### config.mk
export PLATFORM = sky130hd
export DESIGN_NAME = fss_ctrl
export DESIGN_NICKNAME = d
export VERILOG_FILES = /design/src/hdl/fss_pkg.sv /design/src/hdl/fss_ctrl.sv
export SDC_FILE = /design/constraint.sdc
export NUM_CORES = 1
export LEC_CHECK = 0
export BUFFER_PORTS_ARGS = -buffer_cell sky130_fd_sc_hd__buf_4
export CORE_AREA = 3 3 40 42
export DETAILED_ROUTE_END_ITERATION = 10
export DIE_AREA = 0 0 43 45
export PLACE_DENSITY = 0.59
export SKIP_CTS_REPAIR_TIMING = 1
export SLEW_MARGIN = 15
export SYNTH_ARGS = -nofsm -noshare
export SYNTH_HDL_FRONTEND = slang
export SYNTH_SLANG_ARGS = --single-unit
### constraint.sdc
create_clock -name clk_i -period 3.5 [get_ports clk_i]
set_input_delay 0 -clock clk_i [delete_from_list [all_inputs] [get_ports clk_i]]
set_output_delay 0 -clock clk_i [all_outputs]
set_load 0.01 [all_outputs]
### src/hdl/fss_pkg.sv
// Types and constants of the folded substring search block.
package fss_pkg;

  localparam int CP_W     = 21;
  localparam int OP_W     = 2;
  localparam int OFFSET_W = 13;
  localparam int POS_W    = 12;

  localparam logic [CP_W-1:0] SHARP_S = 21'h0000DF;
  localparam logic [CP_W-1:0] LATIN_S = 21'h000073;

  typedef enum logic [OP_W-1:0] {
    OP_LOAD_NEEDLE = 2'd0,
    OP_LOAD_TEXT   = 2'd1,
    OP_SEARCH      = 2'd2
  } op_e;

  typedef enum logic [1:0] {
    ST_IDLE,
    ST_CHECK,
    ST_COMPARE,
    ST_REPORT
  } state_e;

  typedef struct packed {
    logic init;
    logic load_needle;
    logic load_text;
    logic advance;
    logic next_start;
    logic set_hit;
  } dp_cmd_t;

  typedef struct packed {
    logic no_candidate;
    logic needle_done;
    logic h_out;
    logic unit_ok;
    logic last_start;
  } dp_status_t;

endpackage

### src/hdl/fss_ctrl.sv
// Controller: decodes items and sequences the start-position and unit loops.
module fss_ctrl (
  input  logic                      clk_i,
  input  logic                      rst_ni,
  input  logic                      start_i,
  input  logic [fss_pkg::OP_W-1:0]  operation_i,
  input  fss_pkg::dp_status_t       status_i,
  output fss_pkg::dp_cmd_t          cmd_o,
  output logic                      busy_o,
  output logic                      done_o
);

  fss_pkg::state_e state_q, state_d;

  always_ff @(posedge clk_i or negedge rst_ni) begin
    if (!rst_ni) begin
      state_q <= fss_pkg::ST_IDLE;
    end else begin
      state_q <= state_d;
    end
  end

  always_comb begin
    state_d = state_q;
    cmd_o   = '0;
    busy_o  = (state_q != fss_pkg::ST_IDLE);
    done_o  = 1'b0;
    unique case (state_q)
      fss_pkg::ST_IDLE: begin
        if (start_i) begin
          unique case (fss_pkg::op_e'(operation_i))
            fss_pkg::OP_LOAD_NEEDLE: cmd_o.load_needle = 1'b1;
            fss_pkg::OP_LOAD_TEXT:   cmd_o.load_text = 1'b1;
            fss_pkg::OP_SEARCH: begin
              cmd_o.init = 1'b1;
              state_d    = status_i.no_candidate ? fss_pkg::ST_REPORT
                                                 : fss_pkg::ST_CHECK;
            end
            default: ;
          endcase
        end
      end
      fss_pkg::ST_CHECK: begin
        if (status_i.needle_done) begin
          cmd_o.set_hit = 1'b1;
          state_d       = fss_pkg::ST_REPORT;
        end else if (status_i.h_out) begin
          if (status_i.last_start) begin
            state_d = fss_pkg::ST_REPORT;
          end else begin
            cmd_o.next_start = 1'b1;
          end
        end else begin
          state_d = fss_pkg::ST_COMPARE;
        end
      end
      fss_pkg::ST_COMPARE: begin
        if (status_i.unit_ok) begin
          cmd_o.advance = 1'b1;
          state_d       = fss_pkg::ST_CHECK;
        end else if (status_i.last_start) begin
          state_d = fss_pkg::ST_REPORT;
        end else begin
          cmd_o.next_start = 1'b1;
          state_d          = fss_pkg::ST_CHECK;
        end
      end
      fss_pkg::ST_REPORT: begin
        done_o  = 1'b1;
        state_d = fss_pkg::ST_IDLE;
      end
      default: state_d = fss_pkg::ST_IDLE;
    endcase
  end

endmodule

==> impl_metrics.py <==
metrics = {
    "sta": {
        "worstMarginPinSlew_ns": 0.2206,
        "max_freq_mhz": 657.8,
        "setup_viol": 0,
        "max_slew_margin": 0.8518,
        "period_share": 0.4344,
        "skew_ns": 0.001939,
        "tns_ns": 0,
        "fin_crit_ns": 1.520,
        "finalHoldViolations": 0,
        "drv_slew": 0,
        "rsz0062_at_grt": "false",
    },
    "power": {
        "power_mw": 0.3158,
        "peakVddDrop_uv": 252.7,
        "p_per_area_nw_per_um2": 640.6,
        "p_leak_nw": 0.2632,
    },
    "logic_synthesis": {
        "synth-simple-area-share": 0.3187,
        "synthMuxAreaShare": 0.03187,
        "ys_warn_count": 0,
        "synth_cell_types": 19,
        "seq_area_frac_synth": 0.1594,
        "yosys.area.top_type_share": 0.2390,
        "synth_edf_count": 0,
        "synth_xor_area_frac": 0,
        "synth_area_um2": 314.1,
        "ys_ff_latch": 2,
        "ys_top_cells_by_area": "ha_1, dfrtp_1, nor3b_1",
        "async_flop_share": 1.000,
        "synth_compound_area_frac": 0.1912,
        "synth_top_family_by_area": "simple AND/OR/NAND/NOR gates",
        "syn-num-nets": 49,
        "syn_area_per_cell_um2": 9.517,
        "syn_inst": 33,
        "yosysTopAreaCell": "ha_1",
        "ys.flop_type": "dfrtp_1",
        "yosysMostFrequentCell": "ha_1",
        "synth_top_cells_by_count": "ha_1, inv_1, nor3b_1",
        "synthAdderAreaFrac": 0.2390,
    },
    "layout": {
        "fill_cells": 132,
        "drive_gt1_frac": 0.4444,
        "largestRegisters": "state_q: 2 flops",
        "regMostFlops": "state_q",
        "postLayoutCoreUtil": 0.3836,
        "regArea_um2": 50.05,
        "syn_to_final_growth_pct": 56.97,
        "fin_nets": 72,
        "antenna_cells": 0,
        "multi_input_area_um2": 245.2,
        "largest_reg_flops": 2,
    },
    "floorplanning": {
        "die_h_um": 45,
        "die_w_um": 43,
        "core_um2": 1285,
        "placementRows": 13,
        "start_util": 0.2444,
        "top_level_ports": 18,
        "die_area_um2": 1935,
    },
    "placed_design": {
        "place_congestion": 0.7291,
        "place.detailed.hpwl_um": 598.6,
        "portBuffers": 17,
    },
    "clock_network": {
        "cts_root_buf": "clkbuf_4",
        "numCtsBuffers": 3,
        "clkLatencyLatePin_ns": 0.22,
        "path_clk_slew_ns": 0.03,
        "cts_tree": "done",
        "h-tree-depth": 1,
        "cts_buffer_depth": 2,
        "cts_sinks": 2,
    },
    "worst_setup_path": {
        "end_kind": "output pin",
        "cp_max_fo": 5,
        "cp_data_required_time_ns": 3.50,
        "path_class": "register to output pin",
        "worstPathArrival_ns": 1.52,
        "setup.worst_path.start_class": "register",
    },
    "global_route": {
        "grt_pass1_vias": 279,
        "grt_max_degree": 6,
        "antenna_found_initial": 0,
        "grt_pass1_wl_um": 1083,
        "grt_overflow_total": 0,
        "grt_usage": 0.07648,
    },
    "routing": {
        "wire_per_inst_um": 9.913,
        "drt_iter0_drc": 4,
        "vias_per_cell": 4.391,
        "vias": 303,
        "routed_wl_um": 684,
        "route.detailed.drc": 0,
        "firstDrtPassIters": 4,
        "ant_nets": 0,
    },
    "flow_run": {
        "cap_violations": 0,
    },
    "run_status": {
        "status": "finished, final reports clean",
    },
    "min_path": {
        "min_path_type": "primary input to asynchronous set/reset pin",
    },
}
==> where the power goes <==
group          total (mW)  switching (mW)  internal [mW]
sequential         0.0530          0.0167         0.0363
combinational       0.215           0.102          0.113
clock              0.0477          0.0102         0.0376
==> final cells by class <==
cell class	count	share of cell area
Timing Repair Buffer	18	0.2792
Tap cell	15	0.03807
Multi-Input combinational cell	26	0.4975
Clock buffer	3	0.04569
Inverter	5	0.03807
Sequential cell	2	0.1015
==> worst paths after layout <==
kind	startpoint	end	slack, ns	depth (start not counted)
worst max register to register	state_q[0]	state_q[1]	2.09	5
min in group clk_i	status_i[4]	state_q[1]	0.18	4
worst min register to register	state_q[0]	state_q[0]	0.63	1
worst min-delay path	rst_ni	state_q[1]	0.11	2
max in group asynchronous	rst_ni	state_q[0]	3.30	2
worst max-delay path	state_q[0]	cmd_o[3]	1.98	5
==> cell families (layout without fill, tap and decap cells) <==
logic type | count (synthesis) | after routing
simple gates | 13 | 13
fa+ha+maj | 6 | 6
compound gates | 6 | 6
buf+inv | 5 | 26
flops | 2 | 2
mux | 1 | 1
==> worst max-delay path, stage by stage (launching register included) <==
cell and delay (ns):
dfrtp_1 0.43, inv_1 0.14, ha_1 0.26, nand2_1 0.11, nor3b_1 0.21, buf_4 0.15
==> metal layers <==
| layer | vias up | part of all wire | global-route usage |
|---|---|---|---|
| met3 | 0 | 0.10 | 0.03984 |
| met1 | 126 | 0.41 | 0.08153 |
| met5 | - | 0 | 0 |
| met2 | 15 | 0.49 | 0.1168 |
| met4 | 0 | 0 | 0.05422 |
| li1 | 162 | - | - |
==> cell usage in the layout, fill, tap and decap left out <==
cell            n
buf_4          17
ha_1            6
inv_1           5
nor3b_1         3
clkbuf_4        3
nor3_1          2
and2_1          2
dfrtp_1         2
nand2_1         1
a32oi_1         1
and3b_1         1
nand2b_1        1
o31ai_1         1
nand3b_4        1
and4bb_1        1
a21oi_2         1
mux2i_1         1
nor2_1          1
a211oi_2        1
o21a_1          1
a2bb2oi_2       1
dlygate4sd3_1   1
==> metrics by stage <==
step	worst slack (ns)	instance area (um^2)	hold WS, ns	std cells
3_3_place_gp	2.094	460.4	-0.2145	65
3_5_place_dp	2.091	460.4	-0.2160	65
2_1_floorplan	2.227	314.1	-0.2956	33
4_1_cts	1.964	483.0	-0.4480	68
6_report	1.980	493.0	0.1139	69
5_1_grt	1.824	493.0	0.1160	69
(Power assumes the default switching activity.)
